## config.mk

```make
export PLATFORM = sky130hd
export DESIGN_NAME = mbe_mul
export DESIGN_NICKNAME = d
export VERILOG_FILES = /design/src/rtl/core/assert_macros.svh /design/src/rtl/core/mbe_pkg.sv /design/src/rtl/core/mbe_mul.sv
export SDC_FILE = /design/constraint.sdc
export NUM_CORES = 2
export LEC_CHECK = 0
export BUFFER_PORTS_ARGS = -buffer_cell sky130_fd_sc_hd__buf_2
export CORE_MARGIN = 4
export CORE_UTILIZATION = 60
export DETAILED_ROUTE_END_ITERATION = 8
export PLACE_DENSITY = 0.81
export SLEW_MARGIN = 20
export SYNTH_ARGS = -nofsm -noshare
export SYNTH_HDL_FRONTEND = slang
export SYNTH_SLANG_ARGS = --single-unit
export TNS_END_PERCENT = 1
```

## constraint.sdc

```tcl
create_clock -name clk -period 0.9 [get_ports clk]
set_input_delay 0.09 -clock clk [delete_from_list [all_inputs] [get_ports clk]]
set_output_delay 0.09 -clock clk [all_outputs]
set_load 0.03 [all_outputs]
```

## src/rtl/core/assert_macros.svh

```systemverilog
// ----------------------------------------------------------------------------
// Assertion macros
// Shared concurrent assertion wrappers with clock and active-low reset.
// ----------------------------------------------------------------------------
`ifndef ASSERT_MACROS_SVH
`define ASSERT_MACROS_SVH

// Same-cycle implication
`define ASSERT_IMP(lbl, ck, rstn, ante, cons, msg) \
    lbl: assert property (@(posedge ck) disable iff (!(rstn)) (ante) |-> (cons)) \
        else $error(msg);

// Next-cycle implication
`define ASSERT_NXT(lbl, ck, rstn, ante, cons, msg) \
    lbl: assert property (@(posedge ck) disable iff (!(rstn)) (ante) |=> (cons)) \
        else $error(msg);

`endif

```

## src/rtl/core/mbe_pkg.sv

```systemverilog
// ----------------------------------------------------------------------------
// mbe_pkg
// Types, constants and helpers for the Mandelbrot escape counter.
// ----------------------------------------------------------------------------
package mbe_pkg;

    // Number format
    localparam int FRAC_BITS = 60;
    localparam int DW        = 64;
    localparam int ACC_W     = 2 * DW;
    localparam int CNT_W     = 16;
    localparam int HALF_W    = DW / 2;

    // |z|^2 escapes once any bit at or above 4 * 2^(2*FRAC_BITS) is set
    localparam int ESC_BIT   = 2 * FRAC_BITS + 2;

    localparam logic [CNT_W-1:0] MAX_ITER_RST = CNT_W'(2500);

    // Point queue
    localparam int QDEPTH = 2;
    localparam int QPTR_W = (QDEPTH > 1) ? $clog2(QDEPTH) : 1;
    localparam int QCNT_W = $clog2(QDEPTH + 1);

    // Partial products per complex step: three 64x64 products, four each
    localparam int PP_COUNT = 12;
    localparam int PP_W     = $clog2(PP_COUNT);

    localparam logic signed [DW-1:0] SAT_MIN = {1'b1, {(DW-1){1'b0}}};
    localparam logic signed [DW-1:0] SAT_MAX = {1'b0, {(DW-1){1'b1}}};

    typedef struct packed {
        logic signed [DW-1:0] c_imag;
        logic signed [DW-1:0] c_real;
    } point_t;

    typedef enum logic [1:0] {
        ACC_XX,
        ACC_YY,
        ACC_XY
    } acc_sel_t;

    typedef struct packed {
        acc_sel_t   dst;
        logic [1:0] shift;   // in units of 32 bits
    } mul_tag_t;

    typedef struct packed {
        logic              valid;
        logic [HALF_W-1:0] a;
        logic [HALF_W-1:0] b;
        mul_tag_t          tag;
    } mul_req_t;

    typedef struct packed {
        logic            valid;
        logic [DW-1:0]   prod;
        mul_tag_t        tag;
    } mul_rsp_t;

    typedef enum logic [2:0] {
        ENG_IDLE,
        ENG_PREP,
        ENG_MUL,
        ENG_WAIT,
        ENG_CHECK,
        ENG_UPD,
        ENG_DONE
    } eng_state_t;

    typedef struct packed {
        eng_state_t state;
        logic       busy;
    } eng_stat_t;

    typedef struct packed {
        logic [QCNT_W-1:0] count;
        logic              full;
    } front_stat_t;

    // Magnitude as unsigned; the most negative value maps to 2^63
    function automatic logic [DW-1:0] mag64(input logic signed [DW-1:0] v);
        logic [DW-1:0] r;
        r = v[DW-1] ? (DW'(0) - DW'(v)) : DW'(v);
        return r;
    endfunction

    // Narrow a wide signed value to 64 bits with saturation
    function automatic logic signed [DW-1:0] sat64(input logic signed [ACC_W-1:0] v);
        logic signed [DW-1:0] r;
        if (v[ACC_W-1:DW-1] == {(ACC_W-DW+1){v[ACC_W-1]}})
            r = v[DW-1:0];
        else if (v[ACC_W-1])
            r = SAT_MIN;
        else
            r = SAT_MAX;
        return r;
    endfunction

endpackage

```

## src/rtl/core/mbe_mul.sv

```systemverilog
// ----------------------------------------------------------------------------
// mbe_mul
// Shared 32x32 unsigned multiplier with a registered product; the tag
// travels with the product to steer accumulation.
// ----------------------------------------------------------------------------
module mbe_mul
(
    input  logic               clk,
    input  logic               rst_n,
    input  mbe_pkg::mul_req_t  req,
    output mbe_pkg::mul_rsp_t  rsp
);
    import mbe_pkg::*;

    logic              valid_reg;
    logic [DW-1:0]     prod_reg;
    mul_tag_t          tag_reg;

    always_ff @(posedge clk or negedge rst_n)
    begin
        if (!rst_n)
            valid_reg <= 1'b0;
        else
            valid_reg <= req.valid;
    end

    always_ff @(posedge clk)
    begin
        if (req.valid)
        begin
            prod_reg <= DW'(req.a) * DW'(req.b);
            tag_reg  <= req.tag;
        end
    end

    assign rsp.valid = valid_reg;
    assign rsp.prod  = prod_reg;
    assign rsp.tag   = tag_reg;

endmodule

```

==> reports/results.ini <==
[clock_network]
cts_buffers = 9
cts_root_buf = clkbuf_16
cts_tree = built
clock_path_buffers = 2
cts.clk_slew.worst_paths_ns = 0.06
cts_htree_levels = 3
cts_sinks = 69

[grt]
grt_max_degree = 24
gr-usage-all-layers_pct = 31.78
antenna_found_initial = 6
grt_pass1_wl_um = 158900
grt_pass1_vias = 31299
grt-ovfl-total = 0

[yosys]
syn_inst = 3754
ys_top_cells_by_area = fa_1 51%, and2_1 11%, ha_1 9.3%
ys_seq_area_share_pct = 5.828
ys_types = 59
synth_nets = 4984
ys_warn_count = 0
synth_seq_cells = 69
async_reset_ff_share_pct = 1.449
synth_area_per_cell_sq_um = 9.448
synth-edff-count = 68
yosys.area.top_type_share_pct = 50.57
synthFlopType = edfxtp_1
syn_area_sq_um = 35470
synth_largest_area_cell = fa_1

[routing]
dr.pass1.iters = 6
vias_per_cell = 5.758
dr.first_iter.drc_count = 2344
drc_errors = 0
routed_wl_um = 103300
num_vias = 28341
antenna_left = 0
routedWlPerCell_um = 20.98

[finish]
instances_no_fill = 4922
fin_area_sq_um = 42070
drive_above_1_share_pct = 18.41
syn2layout_area_growth_pct = 18.60
nNetsFinal = 5375
largest_register_ffs = 64

[floorplan]
io_pins = 140
core-area_sq_um = 58140
initial_utilization_pct = 61.01
dieArea_sq_um = 63070
rows = 88
die_h_um = 251.1
die_w_um = 251.1

[setup_path]
crit_required_ns = 1.00
cp-end-kind = flip-flop
arrival_ns = 7.24
crit_start = req[53]
crit_path_max_fanout = 8
path_class = input port to flip-flop
start_kind = input port

[timing]
relSlewSlack_pct = 66.19
rsz0062_at_grt = yes
setup_slack_ns = -6.233
clock.fmax_mhz = 140.2
fin_crit_sh_pct = 792.6
setup_viol = 131
setup_tns_ns = -331.19
drv_slew = 0
period_minus_slack_ns = 7.133
final_hold_viol_count = 0
worst_pin_slew_ns = 0.5018

[placed_design]
dp_cells = 4887
portBuffers = 139
preCtsSetupSlack_ns = -6.536
dpl.hpwl_um = 82820
dpl_cell_area_sq_um = 39910
gp_congestion = 0.9439

[min_path]
hp-class = input port to async pin

[job]
max_cap_violations = 0

[status]
status = finished, violations left
violations = negative setup slack

area by class of cell:
cell class | count | area (sq um)
clock buffers | 11 | 232.7
diodes | 7 | 17.52
flip-flops and latches | 69 | 2067
inverters | 865 | 3247
clock inverters | 5 | 51.30
well taps | 765 | 957.2
repair buffers | 601 | 5274
fillers | 3778 | 16070
multi-input cells | 2599 | 30220
Yosys cell counts (all sizes together) (3+ instances only):
cell type,number
a211oi,3
a21boi,3
a21o,40
a21oi,66
a221o,4
a221oi,4
a31oi,12
and2,602
and3,14
and4,3
buf,8
clkbuf,213
edfxtp,68
fa,896
ha,263
inv,865
nand2,480
nand3,10
nand4,23
nor2,20
nor3,7
o21a,9
o21ai,26
o21bai,11
o221ai,3
o31ai,5
or2,3
or3,3
or4,3
xnor2,35
xor2,25
layer usage:
layer	vias to the layer above	share of wire [%]	global-route usage, %
li1	11712	-	-
met1	14303	33	37.89
met2	1747	50	55.17
met3	579	8.3	4.945
met4	0	7.8	18.21
met5	-	0	0
critical path, stage by stage:
cell and delay (ns):
buf_4 0.17, buf_4 0.19, and2_1 0.23, fa_1 0.48
fa_1 0.53, fa_1 0.55, inv_1 0.09, fa_1 0.55
inv_1 0.10, fa_1 0.50, fa_1 0.51, fa_1 0.56
fa_1 0.49, ha_4 0.31, buf_4 0.14, nand4_1 0.11
or2_4 0.27, o221a_2 0.27, o31ai_4 0.08, a221oi_4 0.12
o31ai_4 0.50, buf_4 0.21, a21oi_2 0.06, xnor2_1 0.11
cells in the final DEF (no fill, tap or decap), drive strengths merged, types with 4 or more instances in the layout:
cell type / instances
nand3: 10
fa: 896
a21o: 40
a21oi: 66
nand4: 23
nor3: 7
xor2: 25
o21bai: 11
o21a: 9
and3: 14
buf: 592
clkbuf: 15
xnor2: 35
and2: 602
nand2: 480
nor2: 20
o21ai: 26
a221o: 4
diode: 7
a221oi: 4
o31ai: 5
dlygate4sd3: 5
inv: 865
ha: 263
edfxtp: 68
a31oi: 12
stage by stage:
| stage | hold WS (ns) | util [%] |
|---|---|---|
| floorplan | -0.2056 | - |
| global placement | -0.1355 | 68.65 |
| detailed placement | -0.1344 | 68.65 |
| CTS | 0.03700 | 71.17 |
| global route | 0.05556 | 72.35 |
| finish | 0.05977 | 72.36 |
kinds of logic (layout without fill, tap and decap cells):
group / count (synthesis) / after routing / synth area share (%)
xor gates and xnor gates: 60 / 60 / 1.482
other: 0 / 7 / 0
and+or+nand+nor: 1177 / 1177 / 17.23
AOI/OAI and AO/OA: 202 / 202 / 4.060
muxes: 1 / 1 / 0.02822
adders and majority gates: 1159 / 1159 / 59.85
DFF: 69 / 69 / 5.828
buffers and inverters: 1086 / 1482 / 11.52
final timing paths:
path | to | slack, ns | cells after the start
max | prod_reg[49] | -6.23 | 24
min | valid_reg | 0.06 | 2
max in group asynchronous | valid_reg | 0.75 | 2
min in group clk | prod_reg[49] | 0.16 | 2
what timing repair did:
item,in CTS,in global routing
hold endpoints to repair,5,0
pin swaps,60,61
hold buffers,5,0
buffers inserted,1,6
resized for setup,314,117
endpoints found under the setup margin,132,132
Power is not shown: default switching activity piles up to over one toggle a cycle in this logic, so the estimate is an artifact.
