==> config.mk <==
export PLATFORM = sky130hd
export DESIGN_NAME = mbe_engine
export DESIGN_NICKNAME = d
export VERILOG_FILES = /design/src/rtl/core/assert_macros.svh /design/src/rtl/core/mbe_pkg.sv /design/src/rtl/core/mbe_engine.sv
export SDC_FILE = /design/constraint.sdc
export NUM_CORES = 2
export LEC_CHECK = 0
export ABC_CLOCK_PERIOD_IN_PS = 15850
export BUFFER_PORTS_ARGS = -buffer_cell sky130_fd_sc_hd__buf_4
export CAP_MARGIN = 0
export CORE_ASPECT_RATIO = 0.7
export CORE_UTILIZATION = 55
export CTS_BUF_LIST = sky130_fd_sc_hd__clkbuf_4 sky130_fd_sc_hd__clkbuf_8
export CTS_CLUSTER_SIZE = 12
export DETAILED_ROUTE_END_ITERATION = 6
export PLACE_DENSITY = 0.74
export SLEW_MARGIN = 20
export SYNTH_ARGS = -nofsm -noshare
export SYNTH_HDL_FRONTEND = slang
export SYNTH_SLANG_ARGS = --single-unit
==> constraint.sdc <==
create_clock -name clk -period 15.85 [get_ports clk]
set_clock_uncertainty 0.15 [all_clocks]
set_input_delay 3.17 -clock clk [delete_from_list [all_inputs] [get_ports clk]]
set_output_delay 3.17 -clock clk [all_outputs]
set_load 0.01 [all_outputs]
==> src/rtl/core/assert_macros.svh <==
// ----------------------------------------------------------------------------
// Assertion macros
// Shared concurrent assertion wrappers with clock and active-low reset.
// ----------------------------------------------------------------------------
`ifndef ASSERT_MACROS_SVH
`define ASSERT_MACROS_SVH

// Same-cycle implication
`define ASSERT_IMP(lbl, ck, rstn, ante, cons, msg) \
    lbl: assert property (@(posedge ck) disable iff (!(rstn)) (ante) |-> (cons)) \
        else $error(msg);

// Next-cycle implication
`define ASSERT_NXT(lbl, ck, rstn, ante, cons, msg) \
    lbl: assert property (@(posedge ck) disable iff (!(rstn)) (ante) |=> (cons)) \
        else $error(msg);

`endif

==> src/rtl/core/mbe_pkg.sv <==
// ----------------------------------------------------------------------------
// mbe_pkg
// Types, constants and helpers for the Mandelbrot escape counter.
// ----------------------------------------------------------------------------
package mbe_pkg;

    // Number format
    localparam int FRAC_BITS = 60;
    localparam int DW        = 64;
    localparam int ACC_W     = 2 * DW;
    localparam int CNT_W     = 16;
    localparam int HALF_W    = DW / 2;

    // |z|^2 escapes once any bit at or above 4 * 2^(2*FRAC_BITS) is set
    localparam int ESC_BIT   = 2 * FRAC_BITS + 2;

    localparam logic [CNT_W-1:0] MAX_ITER_RST = CNT_W'(2500);

    // Point queue
    localparam int QDEPTH = 2;
    localparam int QPTR_W = (QDEPTH > 1) ? $clog2(QDEPTH) : 1;
    localparam int QCNT_W = $clog2(QDEPTH + 1);

    // Partial products per complex step: three 64x64 products, four each
    localparam int PP_COUNT = 12;
    localparam int PP_W     = $clog2(PP_COUNT);

    localparam logic signed [DW-1:0] SAT_MIN = {1'b1, {(DW-1){1'b0}}};
    localparam logic signed [DW-1:0] SAT_MAX = {1'b0, {(DW-1){1'b1}}};

    typedef struct packed {
        logic signed [DW-1:0] c_imag;
        logic signed [DW-1:0] c_real;
    } point_t;

    typedef enum logic [1:0] {
        ACC_XX,
        ACC_YY,
        ACC_XY
    } acc_sel_t;

    typedef struct packed {
        acc_sel_t   dst;
        logic [1:0] shift;   // in units of 32 bits
    } mul_tag_t;

    typedef struct packed {
        logic              valid;
        logic [HALF_W-1:0] a;
        logic [HALF_W-1:0] b;
        mul_tag_t          tag;
    } mul_req_t;

    typedef struct packed {
        logic            valid;
        logic [DW-1:0]   prod;
        mul_tag_t        tag;
    } mul_rsp_t;

    typedef enum logic [2:0] {
        ENG_IDLE,
        ENG_PREP,
        ENG_MUL,
        ENG_WAIT,
        ENG_CHECK,
        ENG_UPD,
        ENG_DONE
    } eng_state_t;

    typedef struct packed {
        eng_state_t state;
        logic       busy;
    } eng_stat_t;

    typedef struct packed {
        logic [QCNT_W-1:0] count;
        logic              full;
    } front_stat_t;

    // Magnitude as unsigned; the most negative value maps to 2^63
    function automatic logic [DW-1:0] mag64(input logic signed [DW-1:0] v);
        logic [DW-1:0] r;
        r = v[DW-1] ? (DW'(0) - DW'(v)) : DW'(v);
        return r;
    endfunction

    // Narrow a wide signed value to 64 bits with saturation
    function automatic logic signed [DW-1:0] sat64(input logic signed [ACC_W-1:0] v);
        logic signed [DW-1:0] r;
        if (v[ACC_W-1:DW-1] == {(ACC_W-DW+1){v[ACC_W-1]}})
            r = v[DW-1:0];
        else if (v[ACC_W-1])
            r = SAT_MIN;
        else
            r = SAT_MAX;
        return r;
    endfunction

endpackage

==> src/rtl/core/mbe_engine.sv <==
// ----------------------------------------------------------------------------
// mbe_engine
// Back end: iterates z = z*z + c for one point at a time. Each complex
// step forms |x|^2, |y|^2 and |x||y| from twelve 32x32 partial products,
// then tests for escape and updates z with floor shift and saturation.
// ----------------------------------------------------------------------------
module mbe_engine
(
    input  logic                        clk,
    input  logic                        rst_n,
    input  logic [mbe_pkg::CNT_W-1:0]   max_iterations,
    input  logic                        pt_valid,
    input  mbe_pkg::point_t             pt,
    output logic                        pt_pop,
    output mbe_pkg::mul_req_t           mul_req,
    input  mbe_pkg::mul_rsp_t           mul_rsp,
    output logic                        m_tvalid,
    input  logic                        m_tready,
    output logic [mbe_pkg::CNT_W-1:0]   m_tdata,    // iteration_count
    output mbe_pkg::eng_stat_t          stat
);
    import mbe_pkg::*;

    eng_state_t                 state_reg, state_next;
    logic [PP_W-1:0]            pp_reg, pp_next;
    logic                       res_valid_reg, res_valid_next;
    logic [CNT_W-1:0]           res_reg, res_next;

    logic signed [DW-1:0]       x_reg, x_next;
    logic signed [DW-1:0]       y_reg, y_next;
    logic signed [DW-1:0]       cr_reg, cr_next;
    logic signed [DW-1:0]       ci_reg, ci_next;
    logic [DW-1:0]              mx_reg, mx_next;
    logic [DW-1:0]              my_reg, my_next;
    logic                       xy_neg_reg, xy_neg_next;
    logic [ACC_W-1:0]           xx_reg, xx_next;
    logic [ACC_W-1:0]           yy_reg, yy_next;
    logic [ACC_W-1:0]           xy_reg, xy_next;
    logic signed [ACC_W-1:0]    re_reg, re_next;
    logic signed [ACC_W-1:0]    im_reg, im_next;
    logic [CNT_W-1:0]           count_reg, count_next;

    logic [ACC_W-1:0]           pp_add;
    logic [ACC_W-1:0]           mag;
    logic                       keep_going;
    logic [DW-1:0]              src_a;
    logic [DW-1:0]              src_b;
    acc_sel_t                   pp_dst;
    logic signed [ACC_W-1:0]    re_sum;
    logic signed [ACC_W-1:0]    im_sum;

    // Operand selection for the current partial product
    always_comb
    begin
        case (pp_reg[PP_W-1:2])
            2'd0:
            begin
                src_a  = mx_reg;
                src_b  = mx_reg;
                pp_dst = ACC_XX;
            end
            2'd1:
            begin
                src_a  = my_reg;
                src_b  = my_reg;
                pp_dst = ACC_YY;
            end
            default:
            begin
                src_a  = mx_reg;
                src_b  = my_reg;
                pp_dst = ACC_XY;
            end
        endcase
    end

    assign mul_req.valid     = (state_reg == ENG_MUL);
    assign mul_req.a         = pp_reg[1] ? src_a[DW-1:HALF_W] : src_a[HALF_W-1:0];
    assign mul_req.b         = pp_reg[0] ? src_b[DW-1:HALF_W] : src_b[HALF_W-1:0];
    assign mul_req.tag.dst   = pp_dst;
    assign mul_req.tag.shift = {1'b0, pp_reg[1]} + {1'b0, pp_reg[0]};

    // Partial product aligned to its weight
    assign pp_add = ACC_W'(mul_rsp.prod) << {mul_rsp.tag.shift, 5'b0};

    // Escape test and z update datapath
    assign mag        = xx_reg + yy_reg;
    assign keep_going = (count_reg < max_iterations) && (mag[ACC_W-1:ESC_BIT] == '0);
    assign re_sum     = (re_reg >>> FRAC_BITS) + ACC_W'(cr_reg);
    assign im_sum     = (im_reg >>> (FRAC_BITS - 1)) + ACC_W'(ci_reg);

    // Next state and datapath control
    always_comb
    begin
        state_next     = state_reg;
        pp_next        = pp_reg;
        res_valid_next = res_valid_reg;
        res_next       = res_reg;
        x_next         = x_reg;
        y_next         = y_reg;
        cr_next        = cr_reg;
        ci_next        = ci_reg;
        mx_next        = mx_reg;
        my_next        = my_reg;
        xy_neg_next    = xy_neg_reg;
        xx_next        = xx_reg;
        yy_next        = yy_reg;
        xy_next        = xy_reg;
        re_next        = re_reg;
        im_next        = im_reg;
        count_next     = count_reg;
        pt_pop         = 1'b0;

        // Output register drains independently
        if (res_valid_reg && m_tready)
            res_valid_next = 1'b0;

        // Accumulate the product returned by the multiplier
        if (mul_rsp.valid)
        begin
            case (mul_rsp.tag.dst)
                ACC_XX:  xx_next = xx_reg + pp_add;
                ACC_YY:  yy_next = yy_reg + pp_add;
                ACC_XY:  xy_next = xy_reg + pp_add;
                default: xy_next = xy_reg;
            endcase
        end

        case (state_reg)
            ENG_IDLE:
            begin
                if (pt_valid)
                begin
                    pt_pop     = 1'b1;
                    x_next     = pt.c_real;
                    y_next     = pt.c_imag;
                    cr_next    = pt.c_real;
                    ci_next    = pt.c_imag;
                    count_next = CNT_W'(1);
                    state_next = ENG_PREP;
                end
            end
            ENG_PREP:
            begin
                mx_next     = mag64(x_reg);
                my_next     = mag64(y_reg);
                xy_neg_next = x_reg[DW-1] ^ y_reg[DW-1];
                xx_next     = '0;
                yy_next     = '0;
                xy_next     = '0;
                pp_next     = '0;
                state_next  = ENG_MUL;
            end
            ENG_MUL:
            begin
                if (pp_reg == PP_W'(PP_COUNT - 1))
                    state_next = ENG_WAIT;
                else
                    pp_next = pp_reg + 1'b1;
            end
            ENG_WAIT:
            begin
                state_next = ENG_CHECK;
            end
            ENG_CHECK:
            begin
                re_next = xx_reg - yy_reg;
                im_next = xy_neg_reg ? (ACC_W'(0) - xy_reg) : xy_reg;
                if (keep_going)
                    state_next = ENG_UPD;
                else
                    state_next = ENG_DONE;
            end
            ENG_UPD:
            begin
                x_next     = sat64(re_sum);
                y_next     = sat64(im_sum);
                count_next = count_reg + 1'b1;
                state_next = ENG_PREP;
            end
            ENG_DONE:
            begin
                if (!res_valid_reg || m_tready)
                begin
                    res_valid_next = 1'b1;
                    res_next       = count_reg;
                    state_next     = ENG_IDLE;
                end
            end
            default:
            begin
                state_next = ENG_IDLE;
            end
        endcase
    end

    // Control state
    always_ff @(posedge clk or negedge rst_n)
    begin
        if (!rst_n)
        begin
            state_reg     <= ENG_IDLE;
            pp_reg        <= '0;
            res_valid_reg <= 1'b0;
        end
        else
        begin
            state_reg     <= state_next;
            pp_reg        <= pp_next;
            res_valid_reg <= res_valid_next;
        end
    end

    // Datapath
    always_ff @(posedge clk)
    begin
        res_reg    <= res_next;
        x_reg      <= x_next;
        y_reg      <= y_next;
        cr_reg     <= cr_next;
        ci_reg     <= ci_next;
        mx_reg     <= mx_next;
        my_reg     <= my_next;
        xy_neg_reg <= xy_neg_next;
        xx_reg     <= xx_next;
        yy_reg     <= yy_next;
        xy_reg     <= xy_next;
        re_reg     <= re_next;
        im_reg     <= im_next;
        count_reg  <= count_next;
    end

    assign m_tvalid   = res_valid_reg;
    assign m_tdata    = res_reg;
    assign stat.state = state_reg;
    assign stat.busy  = (state_reg != ENG_IDLE);

endmodule

==> impl_results.md <==
- Worst-Margin Slew: around 1.2 ns
- Failing checks: design-rule violations
- Clock network power share: 12.8%
- Crit path launch type: primary input
- Layout fillers: 13100
- RePlAce Congestion: 1.13
- CP Max Fanout: 35
- CP max stage delay: 0.98 ns
- Cell row count: 118
- Pwr/cell area: about 210 mW/mm^2
- EDFF count, synth: 554
- CTS buffer count: 162
- Ys async rst share: 0.846%
- Yosys cell types: 90
- Mapped Nets: 11300
- Worst endpoint data arrival time: 9.60 ns
- Routed wire length: 367000 um
- Worst Setup End Kind: flop
- Psw: between 10000 and 15000 uW
- First-pass DRT Iterations: 7
- Min cycle time layout: roughly 8.9 ns
- Sequential share of the synthesized area: 29.5%
- Main synth FF type: edfxtp_1
- Hold Violations, Final: 0
- Yosys reg bits: 946
- Num ports: ~310
- H-tree levels: 4
- Final HPWL DP: between 200000 and 300000 um
- IO buf count: 307
- Clock Root Buffer: clkbuf_8
- CTS Hold Buffers Added: 0
- Required time of the critical path: 16.56 ns
- CP bufs+invs: 3
- Grt ovf: 0
- Multi-input gate area: 0.0550 mm^2
- Commonest non-fill, non-tap cell in the layout: a21oi_1
- First-pass GRT wire length: 520000 um
- Share of layout cells above drive strength 1: approximately 8.4%
- Critical path's slowest cell: o31ai_1
- Clk_lat worst skew: 0.98 ns
- Clk sinks: 946
- Fin area: 0.0904 mm^2
- Min-delay worst type: reg -> reg
- CP Cell Sequence: buf_4 > nor2_1 > buf_4 > nand2_1 > inv_1 > ha_1 > a211oi_1 > o21ai_0 > a21oi_1 > a2111o_1 > a21oi_1 > nor2_1 > o21ai_0 > o31ai_1 > o21ai_0 > a31oi_1 > o21ai_0 > mux2i_1 > mux2i_1
- Via count: 86500
- RSZ-0062 raised after global routing: no
- Maximum buffer depth of the clock tree: 3
- Status: complete, but fails checks
- Antenna violations before repair: 44
- Max Cap Viol: 0
- FMAX: about 0.11 GHz
- Crit-path leading delay family: compound AO/OA/AOI/OAI gates
- Most frequent cells in the layout: a21oi_1 (1385), nand2_1 (1253), ha_1 (789)
- Sw Ratio: 52.6%
- Synth area leader: edfxtp_1
- Largest net degree at the start of global routing: 129
- Core footprint: 0.149 mm^2
- Leakage: 0.0375 uW
- Post-Syn Area: 0.0832 mm^2
- TritonCTS clock tree: built
- Sequential cell area: 0.0245 mm^2
- Period utilization: between 50% and 60%
- DR vias/cell: 6.94
- Setup Viol. Count Final: 0
- PostCTS Resize Cnt: 0
- Die ar.: 0.153 mm^2
- Crit path kind: in -> reg
- Synth top area cells: edfxtp_1 (20%), ha_1 (12%), dfxtp_1 (9.2%), a21oi_1 (8.3%), nand2_1 (5.7%)
- Gr usage total: 46.1%
- Non-filler cells, final: between 10000 and 15000
- Die X: 467 um
- Post-placement cell area: 0.0869 mm^2
- Rel. slew slack: 19.0%
- Synth warn: 0
- Comb power frac: between 60% and 70%
- Drt first-iter violations: 14200
- Final Max Slew Viols: 0
- Synth-to-layout area growth: 8.67%
- VDD IR max: 163 uV
- Setup repair bufs after CTS: 0
- Fin nets: 11300
- Placed Cells: 12100
- CP most frequent cell: o21ai_0
- Wire per inst: 29.5 um
- Clk slew on worst S/H paths: roughly 0.07 ns
- Final ANT Viol Nets: 0
- Vias in the first global route: 76500
- Setup TNS: 0 ns
- Internal power: 9060 uW
- Starting density of the core: 55.8%
- Reg power frac: 26.3%
- Die Y: 327 um
- Drt drc: 40
- Area share of the largest cell type after synthesis: 20.0%
- Syn Inst Count: 10300
- Syn Area/Cell: 8.08 um^2
-- power groups by stage --
stage	clock network, uW	registers (uW)	logic (uW)
6_report	2440	5030	11600
5_1_grt	2530	5020	12300
4_1_cts	2430	4890	11100
3_5_place_dp	0	4930	11000
3_3_place_gp	0	4910	10800
2_1_floorplan	0	4350	7620
-- area by class of cell --
| cell class | count | area share (%) |
|---|---|---|
| multi-input combinational | 8350 | 60.9 |
| antenna | 22 | 0.0609 |
| clock buffer | 210 | 2.96 |
| inverter | 434 | 1.81 |
| sequential | 946 | 27.1 |
| clock inverter | 83 | 0.750 |
| timing repair buffer | 440 | 3.69 |
| tap | 1980 | 2.74 |
-- cells in the mapped netlist (39+ instances only) --
| master | number |
|---|---|
| o31ai_1 | 101 |
| or4_1 | 58 |
| a21o_1 | 394 |
| nor2b_1 | 103 |
| a22o_1 | 39 |
| o211ai_1 | 42 |
| nor4_1 | 82 |
| xor2_1 | 211 |
| and2_1 | 71 |
| o21bai_1 | 219 |
| nand2b_1 | 85 |
| o21a_1 | 86 |
| edfxtp_1 | 554 |
| inv_1 | 434 |
| dfxtp_1 | 384 |
| mux2i_1 | 50 |
| o41ai_1 | 45 |
| buf_1 | 42 |
| nand4_1 | 273 |
| clkbuf_1 | 516 |
| and3_1 | 83 |
| mux4_2 | 64 |
| nor2_1 | 688 |
| nor3_1 | 167 |
| or3_1 | 85 |
| o21ai_0 | 673 |
| a21oi_1 | 1385 |
| xnor2_1 | 496 |
| a31oi_1 | 79 |
| a211oi_1 | 94 |
| nand2_1 | 1254 |
| ha_1 | 789 |
| nand3_1 | 193 |
-- final timing paths --
path | cells past startpoint | to | slack [ns] | start
setup / recovery | 19 | yy_reg[127] | 6.96 | mul_rsp[0]
hold / removal | 2 | xy_reg[15] | 0.33 | xy_reg[15]
setup reg to reg | 17 | y_reg[14] | 8.74 | im_reg[59]
hold reg to reg | 2 | xy_reg[15] | 0.33 | xy_reg[15]
max in group asynchronous | 1 | state_reg[1] | 13.50 | rst_n
min in group asynchronous | 1 | pp_reg[3] | 1.90 | rst_n
-- cell families (layout without fill, tap and decap cells) --
group | count (synthesis) | after routing | synth area share [%]
compound gates | 3448 | 3448 | 25.4
simple gates | 3286 | 3286 | 18.8
buf+inv | 999 | 1167 | 4.53
flops | 946 | 946 | 29.5
fa+ha+maj | 794 | 794 | 12.0
xor+xnor | 707 | 707 | 7.45
mux | 115 | 115 | 2.35
other cells | 0 | 22 | 0
-- per-stage QoR --
stage	hold WS, ns	power, uW	utilization (%)	setup WS, ns
floorplan	0.291	12000	-	6.29
global placement	0.320	15700	58.4	6.32
detailed placement	0.324	15900	58.4	6.44
CTS	0.333	18400	60.6	7.42
global route	0.342	19900	60.6	6.93
finish	0.332	19100	60.7	6.96
-- tightest hold or removal path: stages (launching register included) --
cell	delay, ns
dfxtp_1	0.33
nand2_1	0.06
a21oi_1	0.05
-- layer usage --
| layer | vias to the layer above | routed length (um) | global-route usage, % |
|---|---|---|---|
| met5 | - | 356 | 0 |
| met1 | 41100 | 155000 | 67.4 |
| met2 | 6605 | 130000 | 56.0 |
| li1 | 37900 | - | - |
| met3 | 891 | 68800 | 24.6 |
| met4 | 48 | 13000 | 14.7 |
Note: power is estimated with default switching activity, not from simulation.
