==> config.mk <==
export PLATFORM = sky130hd
export DESIGN_NAME = mbe_front
export DESIGN_NICKNAME = d
export VERILOG_FILES = /design/src/rtl/core/assert_macros.svh /design/src/rtl/core/mbe_pkg.sv /design/src/rtl/core/mbe_front.sv
export SDC_FILE = /design/constraint.sdc
export NUM_CORES = 1
export LEC_CHECK = 0
export ABC_AREA = 0
export BUFFER_PORTS_ARGS = -buffer_cell sky130_fd_sc_hd__buf_4
export CORE_MARGIN = 10
export CORE_UTILIZATION = 47
export DETAILED_ROUTE_END_ITERATION = 8
export GPL_ROUTABILITY_DRIVEN = 1
export PLACE_DENSITY = 0.79
export SLEW_MARGIN = 5
export SYNTH_ARGS = -nofsm -noshare
export SYNTH_HDL_FRONTEND = slang
export SYNTH_SLANG_ARGS = --single-unit
==> constraint.sdc <==
create_clock -name clk -period 6.5 [get_ports clk]
set_input_delay 0 -clock clk [delete_from_list [all_inputs] [get_ports clk]]
set_output_delay 0 -clock clk [all_outputs]
set_load 0.01 [all_outputs]
==> src/rtl/core/assert_macros.svh <==
// ----------------------------------------------------------------------------
// Assertion macros
// Shared concurrent assertion wrappers with clock and active-low reset.
// ----------------------------------------------------------------------------
`ifndef ASSERT_MACROS_SVH
`define ASSERT_MACROS_SVH

// Same-cycle implication
`define ASSERT_IMP(lbl, ck, rstn, ante, cons, msg) \
    lbl: assert property (@(posedge ck) disable iff (!(rstn)) (ante) |-> (cons)) \
        else $error(msg);

// Next-cycle implication
`define ASSERT_NXT(lbl, ck, rstn, ante, cons, msg) \
    lbl: assert property (@(posedge ck) disable iff (!(rstn)) (ante) |=> (cons)) \
        else $error(msg);

`endif

==> src/rtl/core/mbe_pkg.sv <==
// ----------------------------------------------------------------------------
// mbe_pkg
// Types, constants and helpers for the Mandelbrot escape counter.
// ----------------------------------------------------------------------------
package mbe_pkg;

    // Number format
    localparam int FRAC_BITS = 60;
    localparam int DW        = 64;
    localparam int ACC_W     = 2 * DW;
    localparam int CNT_W     = 16;
    localparam int HALF_W    = DW / 2;

    // |z|^2 escapes once any bit at or above 4 * 2^(2*FRAC_BITS) is set
    localparam int ESC_BIT   = 2 * FRAC_BITS + 2;

    localparam logic [CNT_W-1:0] MAX_ITER_RST = CNT_W'(2500);

    // Point queue
    localparam int QDEPTH = 2;
    localparam int QPTR_W = (QDEPTH > 1) ? $clog2(QDEPTH) : 1;
    localparam int QCNT_W = $clog2(QDEPTH + 1);

    // Partial products per complex step: three 64x64 products, four each
    localparam int PP_COUNT = 12;
    localparam int PP_W     = $clog2(PP_COUNT);

    localparam logic signed [DW-1:0] SAT_MIN = {1'b1, {(DW-1){1'b0}}};
    localparam logic signed [DW-1:0] SAT_MAX = {1'b0, {(DW-1){1'b1}}};

    typedef struct packed {
        logic signed [DW-1:0] c_imag;
        logic signed [DW-1:0] c_real;
    } point_t;

    typedef enum logic [1:0] {
        ACC_XX,
        ACC_YY,
        ACC_XY
    } acc_sel_t;

    typedef struct packed {
        acc_sel_t   dst;
        logic [1:0] shift;   // in units of 32 bits
    } mul_tag_t;

    typedef struct packed {
        logic              valid;
        logic [HALF_W-1:0] a;
        logic [HALF_W-1:0] b;
        mul_tag_t          tag;
    } mul_req_t;

    typedef struct packed {
        logic            valid;
        logic [DW-1:0]   prod;
        mul_tag_t        tag;
    } mul_rsp_t;

    typedef enum logic [2:0] {
        ENG_IDLE,
        ENG_PREP,
        ENG_MUL,
        ENG_WAIT,
        ENG_CHECK,
        ENG_UPD,
        ENG_DONE
    } eng_state_t;

    typedef struct packed {
        eng_state_t state;
        logic       busy;
    } eng_stat_t;

    typedef struct packed {
        logic [QCNT_W-1:0] count;
        logic              full;
    } front_stat_t;

    // Magnitude as unsigned; the most negative value maps to 2^63
    function automatic logic [DW-1:0] mag64(input logic signed [DW-1:0] v);
        logic [DW-1:0] r;
        r = v[DW-1] ? (DW'(0) - DW'(v)) : DW'(v);
        return r;
    endfunction

    // Narrow a wide signed value to 64 bits with saturation
    function automatic logic signed [DW-1:0] sat64(input logic signed [ACC_W-1:0] v);
        logic signed [DW-1:0] r;
        if (v[ACC_W-1:DW-1] == {(ACC_W-DW+1){v[ACC_W-1]}})
            r = v[DW-1:0];
        else if (v[ACC_W-1])
            r = SAT_MIN;
        else
            r = SAT_MAX;
        return r;
    endfunction

endpackage

==> src/rtl/core/mbe_front.sv <==
// ----------------------------------------------------------------------------
// mbe_front
// Input side: accepts points from the stream and holds them in a short
// queue until the iteration engine pulls them.
// ----------------------------------------------------------------------------
module mbe_front
(
    input  logic                        clk,
    input  logic                        rst_n,
    input  logic                        s_tvalid,
    output logic                        s_tready,
    input  logic [2*mbe_pkg::DW-1:0]    s_tdata,    // c_real, c_imag
    output logic                        pt_valid,
    output mbe_pkg::point_t             pt,
    input  logic                        pt_pop,
    output mbe_pkg::front_stat_t        stat
);
    import mbe_pkg::*;

    point_t              q_mem [QDEPTH];
    logic [QPTR_W-1:0]   wr_ptr_reg, wr_ptr_next;
    logic [QPTR_W-1:0]   rd_ptr_reg, rd_ptr_next;
    logic [QCNT_W-1:0]   cnt_reg, cnt_next;
    logic                push;
    logic                pop;
    point_t              in_pt;

    // Unpack the item
    assign in_pt.c_real = s_tdata[DW-1:0];
    assign in_pt.c_imag = s_tdata[2*DW-1:DW];

    assign s_tready = (cnt_reg != QCNT_W'(QDEPTH));
    assign push     = s_tvalid && s_tready;
    assign pop      = pt_pop && (cnt_reg != '0);

    assign pt_valid = (cnt_reg != '0);
    assign pt       = q_mem[rd_ptr_reg];

    assign stat.count = cnt_reg;
    assign stat.full  = !s_tready;

    // Pointer and fill count
    always_comb
    begin
        wr_ptr_next = wr_ptr_reg;
        rd_ptr_next = rd_ptr_reg;
        cnt_next    = cnt_reg;
        if (push)
        begin
            wr_ptr_next = (wr_ptr_reg == QPTR_W'(QDEPTH - 1)) ? '0 : wr_ptr_reg + 1'b1;
        end
        if (pop)
        begin
            rd_ptr_next = (rd_ptr_reg == QPTR_W'(QDEPTH - 1)) ? '0 : rd_ptr_reg + 1'b1;
        end
        if (push && !pop)
            cnt_next = cnt_reg + 1'b1;
        else if (pop && !push)
            cnt_next = cnt_reg - 1'b1;
    end

    always_ff @(posedge clk or negedge rst_n)
    begin
        if (!rst_n)
        begin
            wr_ptr_reg <= '0;
            rd_ptr_reg <= '0;
            cnt_reg    <= '0;
        end
        else
        begin
            wr_ptr_reg <= wr_ptr_next;
            rd_ptr_reg <= rd_ptr_next;
            cnt_reg    <= cnt_next;
        end
    end

    // Queue storage
    always_ff @(posedge clk)
    begin
        if (push)
            q_mem[wr_ptr_reg] <= in_pt;
    end

endmodule

==> summary.txt, run 1 <==
Outcome
  • Status: finished clean

CTS
  • Hold Buf Count CTS: about 130
  • CTS tree: done
  • CTS buffer count: 26
  • Post-CTS setup buffers: 0
  • Sink Count: 260
  • Worst skew pair latency: 0.50 ns
  • H-tree depth: 1
  • Post_cts resized: 0
  • Root buf cell: clkbuf_16
  • Max clock buf depth: 3
  • Clock slew at reported path FFs: 0.06 ns

Power
  • P_sw: 1620 µW
  • Seq pwr share: 0.436
  • PwrDens: 411 nW/µm²
  • Combinational power share: 0.323
  • Clock share of power: 0.241
  • Cell-internal power: 4050 µW
  • Static Leakage: between 0.005 and 0.006 µW
  • VDD IR max: 0.478 mV
  • Switch share: 0.285

GRT
  • Initial antenna violation count: 2
  • Overflow after GRT: 0
  • Gr usage total: 0.167
  • Vias in the first global route: 6060
  • Largest net degree at the start of global routing: 67
  • Global-route wire length before repair: between 30 and 40 mm

Setup path
  • Worst path required time: 6.50 ns
  • Critical path class: flop to primary output
  • Crit. Startpoint: rd_ptr_reg
  • Cell mode on critical path: buf_4
  • CP Capture Type: primary output
  • Critical Path Max Stage Delay: 0.99 ns
  • FF-to-FF Start: cnt_reg[0]
  • Crit-path max FO: 66
  • Crit path buffers/inverters: 2
  • Critical path arrival: 2.98 ns
  • Crit-path cells: buf_4 -> mux2_2 -> buf_4
  • Slowest-stage cell, CP: dfrtp_4
  • Crit start category: flop
  • Top delay family on crit path: flip-flops

Synthesis
  • Most frequent cells after synthesis: edfxtp_1 (256), mux2_2 (128), buf_6 (13)
  • Synth area leaders: edfxtp_1 (81%), mux2_2 (15%), buf_6 (1.5%)
  • Share of the synthesized area in the top cell type: 0.811
  • Mapped Nets: 550
  • Syn Std Cell Area: 9480 µm²
  • Unique masters post-synth: 14
  • Register area share after synthesis: 0.822
  • EDFF count, synth: 256
  • Mapped Cells: 417
  • Primary FF master, synth: edfxtp_1
  • Async set or reset register ratio after synthesis: 0.0154
  • Leading area contributor after synthesis: edfxtp_1
  • Avg Cell Area, Syn: 22.7 µm²
  • Flops & latches, synth: 260
  • Most common cell in the netlist: edfxtp_1
  • Synth Warn #: 0

Die
  • Die ar.: 26200 µm²
  • Initial Utilization: 0.482
  • Die width: 162 µm
  • Number of core rows: 51
  • Top Ports: around 270
  • Die Y: 162 µm
  • Core area: around 20000 µm²

Worst hold path
  • Hold Crit Class: input pin to flop
  • Hold_sp: s_tdata[2]

Timing
  • Setup violators final: 0
  • RSZ-0062 raised after global routing: false
  • Worst relative slew slack: 0.397
  • Setup TNS: 0 ns
  • Final Critical Period: 2.98 ns
  • Peak Freq: 335 MHz
  • Clock skew: roughly 0.012 ns
  • Max-slew violations: 0
  • Fin. Hold Viols: 0
  • Crit share post-route: 0.459
  • Worst-margin pin slew: 0.905 ns

Route
  • Residual DRC: 0
  • Routed Antenna Nets: 0
  • Post-Route WL: around 23 mm
  • DRT iter0 DRCs: 337
  • DRT Pass-1 Iters: 4
  • Wirelength per Cell: ~21 µm
  • Routed via count: 5383
  • Vias per cell: 4.82

Placed design
  • IO Port Bufs: 264
  • DP Wirelength: 14.0 mm
  • Gpl congestion: ~0.74

Final layout
  • Max FFs per register: 256
  • Layout area overhead: 45.5%
  • Util after Layout: 0.702
  • Nets@finish: ~960
  • Share of layout cells above drive strength 1: 0.508

Flow run
  • Maxcap violations: 0
## worst register-to-register path, cell delays in order, from the launching register on
cell and delay [ns]:
dfrtp_1 0.43, nand2b_1 0.24, and3_4 0.79, buf_4 0.89
## logic make-up (layout without fill, tap and decap cells)
logic type	after synthesis	count (layout)	share of synthesized area
AND/OR/NAND/NOR	7	7	0.00357
buffers and inverters	16	449	0.0168
other	0	1	0
adder cells (fa/ha/maj)	1	1	0.00132
flip-flops	260	260	0.822
XOR/XNOR	5	5	0.00462
multiplexers	128	128	0.152
## layer usage
layer / vias up / GRT usage / share of wire
li1: 2487 / - / -
met1: 2676 / 0.189 / 0.38
met2: 200 / 0.304 / 0.54
met3: 18 / 0.0506 / 0.072
met4: 2 / 0.0318 / 0.0096
met5: - / 0 / 0.00031
## power groups by stage
| stage | clock network, µW | logic, µW | registers (µW) |
|---|---|---|---|
| 6_report | 1370 | 1830 | 2470 |
| 5_1_grt | 1480 | 1950 | 2500 |
| 4_1_cts | 1380 | 1850 | 2470 |
| 3_5_place_dp | 0 | 1770 | 2500 |
| 3_3_place_gp | 0 | 1740 | 2470 |
| 2_1_floorplan | 0 | 1050 | 2430 |
## cell usage in the layout (no fill, tap or decap), drive strengths merged, types with 2 or more instances in the layout
master / instances
buf: 268
edfxtp: 256
dlygate4sd3: 132
mux2: 128
clkbuf: 34
clkinv: 12
dfrtp: 4
xnor2: 3
inv: 2
nand2: 2
xor2: 2
nor2: 2
## cell type report
type	count	area (µm²)
Clock buffer	34	702
Tap cell	265	332
Fill cell	1195	5860
Multi-Input combinational cell	141	1540
Clock inverter	13	80.1
Timing Repair Buffer	400	3330
Antenna cell	1	2.50
Inverter	2	7.51
Sequential cell	260	7790
## stage by stage
step	area [µm²]	power [µW]	instances	setup slack (ns)	hold WS [ns]
floorplan	9480	3480	417	1.92	-0.296
finish	13800	5660	1116	3.52	0.224
detailed placement	11700	4270	936	3.76	-0.200
CTS	13800	5700	1115	3.51	0.203
global placement	11700	4210	936	3.88	-0.202
global route	13800	5930	1116	3.37	0.206
## path summary, 6_finish.rpt
kind / to / slack [ns] / cells past startpoint
worst max-delay path: pt[73] / 3.52 / 3
max in group asynchronous: rd_ptr_reg / 5.89 / 3
worst min-delay path: q_mem[1][2] / 0.22 / 2
worst min register to register: wr_ptr_reg / 0.57 / 1
min in group asynchronous: wr_ptr_reg / 0.40 / 3
worst max register to register: q_mem[1][104] / 3.71 / 3
(Power assumes the default switching activity.)
==> inputs of run 2 (changes only) <==
Settings changed: ABC_AREA 0 to 1.
Clock period 6.5 ns to 2.55 ns, I/O delays scaled along.
==> run 2 against run 1 <==
Compared with the run above: sequential power up 150%; design area up 1.1%; synthesized area rose by 0.24%; combinational power grew to 3.1 times the previous value; wire length rose by 14%.
==> summary.txt, run 2 <==
Outcome
  • Status: finished clean

Synthesis
  • Synth Warn #: 0 (unchanged)
  • Post-synthesis mux area share: 0 (-0.152)
  • Syn Std Cell Area: 9500 µm² (+0.24%)
  • Synth Area in XOR/XNOR: 0.000922 (-0.00370)
  • Mapped Cells: 701 (+68%)
  • Synth area leaders: edfxtp_1 (81%), nand2_1 (16%), buf_2 (1.3%)
  • Most common cell in the netlist: nand2_1
  • Flops & latches, synth: 260 (unchanged)
  • Unique masters post-synth: 13 (-1)
  • Synth Area in Simple Gates: 0.159 (+0.156)
  • Leading area contributor after synthesis: edfxtp_1
  • Share of the synthesized area in the top cell type: 0.809 (-0.00192)
  • EDFF count, synth: 256 (unchanged)
  • Register area share after synthesis: 0.820 (-0.00195)
  • Adder-cell share of the synthesized area: 0.00132 (-0.00000313)
  • Compound-Gate Fraction of Synth Area: 0 (unchanged)
  • Async set or reset register ratio after synthesis: 0.0154 (unchanged)
  • Avg Cell Area, Syn: 13.6 µm² (-40%)
  • Main combinational cell family by area after synthesis: simple AND/OR/NAND/NOR gates
  • Mapped Nets: 834 (+52%)
  • Most frequent cells after synthesis: nand2_1 (396), edfxtp_1 (256), buf_2 (25)
  • Primary FF master, synth: edfxtp_1

Route
  • DRT Pass-1 Iters: 5 (+1)
  • Residual DRC: 0 (unchanged)
  • Met2 wire length: 13.7 mm (+11%)
  • Routed via count: 6778 (+26%)
  • Routed Antenna Nets: 0 (unchanged)
  • Wirelength per Cell: 18.8 µm (-8.8%)
  • Post-Route WL: 26.0 mm (+14%)
  • Uppermost layer routed: met4
  • Metal1 wirelength: 9.27 mm (+6.2%)
  • DRT iter0 DRCs: 667 (+98%)
  • Vias per cell: 4.88 (+1.2%)
  • Met3 routed WL: 2.56 mm (+56%)

GRT
  • Largest net degree at the start of global routing: 130 (+94%)
  • Overflow after GRT: 0 (unchanged)
  • Vias in the first global route: 7231 (+19%)
  • Initial antenna violation count: 0 (-2)
  • Global-route wire length before repair: 39.6 mm (+15%)
  • Gr usage total: 0.189 (+0.0221)

Setup path
  • Worst path required time: 2.55 ns (-3.95 ns)
  • Crit start category: flop
  • Register-to-Register Setup Slack: 0.86 ns (-2.85 ns)
  • Reg2Reg Depth: 6 (+3)
  • Critical path arrival: 2.16 ns (-0.82 ns)
  • Worst setup path end: pt[58]
  • FF-to-FF Start: cnt_reg[1]
  • CP Capture Type: primary output
  • Crit-path max FO: 37 (-44%)
  • Critical path class: flop to primary output
  • Crit. Startpoint: rd_ptr_reg
  • RR Endpoint: q_mem[0][37]

Final layout
  • Util after Layout: 0.710 (+0.00796)
  • Nets@finish: 1238 (+28%)
  • Finished Cell Area: 13900 µm² (+1.1%)
  • Most common cell after layout, fill and taps aside: nand2_1
  • N_diodes: 0 (-1)
  • Max FFs per register: 256 (unchanged)
  • Share of layout cells above drive strength 1: 0.280 (-0.228)
  • Layout area overhead: 46.8%
  • Most frequent cells in the layout: nand2_1 (394), buf_4 (266), edfxtp_1 (256), dlygate4sd3_1 (132), clkbuf_16 (27)

Timing
  • Setup violators final: 0 (unchanged)
  • Max-slew violations: 0 (unchanged)
  • Crit share post-route: 0.846
  • Setup WS post-layout: 0.394 ns (-3.12 ns)
  • Clock skew: 0.00979 ns (-0.00207 ns)
  • Fin. Hold Viols: 0 (unchanged)
  • Hold WS: 0.207 ns (-0.0170 ns)
  • Worst relative slew slack: 0.592 (+0.196)
  • Peak Freq: 464 MHz
  • Final Critical Period: 2.16 ns
  • Worst-margin pin slew: 0.611 ns (-0.293 ns)
  • RSZ-0062 raised after global routing: false

Worst hold path
  • Hold Crit Class: input pin to flop

Power
  • Overall Power: 15200 µW (+170%)
  • Static Leakage: 0.00592 µW (+14%)
  • PwrDens: 1090 nW/µm² (+170%)
  • VDD IR max: 0.811 mV (+69%)

CTS
  • Post-CTS setup buffers: 0 (unchanged)
  • Max clock buf depth: 3 (unchanged)
  • CTS buffer count: 26 (unchanged)
  • Sink Count: 260 (unchanged)
  • Hold Buf Count CTS: 132 (unchanged)
  • Root buf cell: clkbuf_16
  • CTS tree: done
  • Clock slew at reported path FFs: 0.06 ns (about the same)
  • Worst skew pair latency: 0.52 ns (+0.02 ns)
  • H-tree depth: 1 (unchanged)
  • Post_cts resized: 0 (unchanged)

Die
  • Initial Utilization: 0.483 (+0.00115)
  • Top Ports: 265 (unchanged)
  • Die width: 162 µm (+0.10%)
  • Core area: 19700 µm² (unchanged)
  • Die ar.: 26300 µm² (+0.21%)
  • Number of core rows: 51 (unchanged)
  • Die Y: 162 µm (+0.10%)

Placed design
  • DP Wirelength: 14.9 mm (+6.5%)
  • IO Port Bufs: 264 (unchanged)
  • Dpl ws: 0.913 ns (-2.85 ns)
  • Placed Instance Area: 11800 µm² (+1.3%)
  • Gpl congestion: 0.760 (+3.3%)

Flow run
  • Maxcap violations: 0 (unchanged)
[run 2: cell count changes after synthesis, sizes merged, moves of 2 or more]
cell,previous run,this run
mux2,128,0
buf,14,27
xnor2,3,1
nand3,0,2
inv,2,9
xor2,2,0
nand2,2,396
[run 2: how the worst min path moves through the flow]
stage,start,to,slack [ns],depth (start not counted)
after floorplan,rst_n,cnt_reg[0],-0.30,0
after global placement,rst_n,cnt_reg[1],-0.20,1
after detailed placement,rst_n,cnt_reg[1],-0.20,1
after CTS,s_tdata[97],q_mem[1][97],0.19,2
after global routing,s_tdata[84],q_mem[1][84],0.19,2
final,s_tdata[95],q_mem[0][95],0.21,2
[run 2: per-stage QoR]
stage | TNS [ns] | instances
after floorplan | -127.03 | 701
after global placement | 0 | 1210
after detailed placement | 0 | 1210
after CTS | 0 | 1389
after global routing | 0 | 1389
final | 0 | 1389
[run 2: final cells by class]
type / instances / area, µm²
clock buffer: 30 / 687
clock inverter: 17 / 101
fill: 1200 / 5710
inverter: 9 / 40.0
multi-input combinational: 404 / 1560
sequential: 260 / 7790
tap: 265 / 332
timing repair buffer: 404 / 3440
[run 2: cells by family (layout without fill, tap and decap cells)]
logic type / after synthesis / count (layout)
simple gates: 402 / 402
flops: 260 / 260
buf+inv: 37 / 460
fa+ha+maj: 1 / 1
xor+xnor: 1 / 1
[run 2: critical path: stages, from the launching register on]
cell and delay [ns]:
dfrtp_4 0.50, inv_4 0.30, buf_4 0.41, nand2_1 0.15, nand2_1 0.10, buf_4 0.13
[run 2: power by group]
part           leakage, µW  switching (µW)  internal, µW
clock network     0.000382            1490          2010
logic              0.00311            3370          2220
registers          0.00243             256          5830
total              0.00592            5120         10100
[run 2: per-layer routing]
layer / global-route usage / up-vias
met5: 0 / -
met4: 0.0492 / 0
met3: 0.0612 / 42
met2: 0.345 / 322
met1: 0.206 / 3243
li1: - / 3171
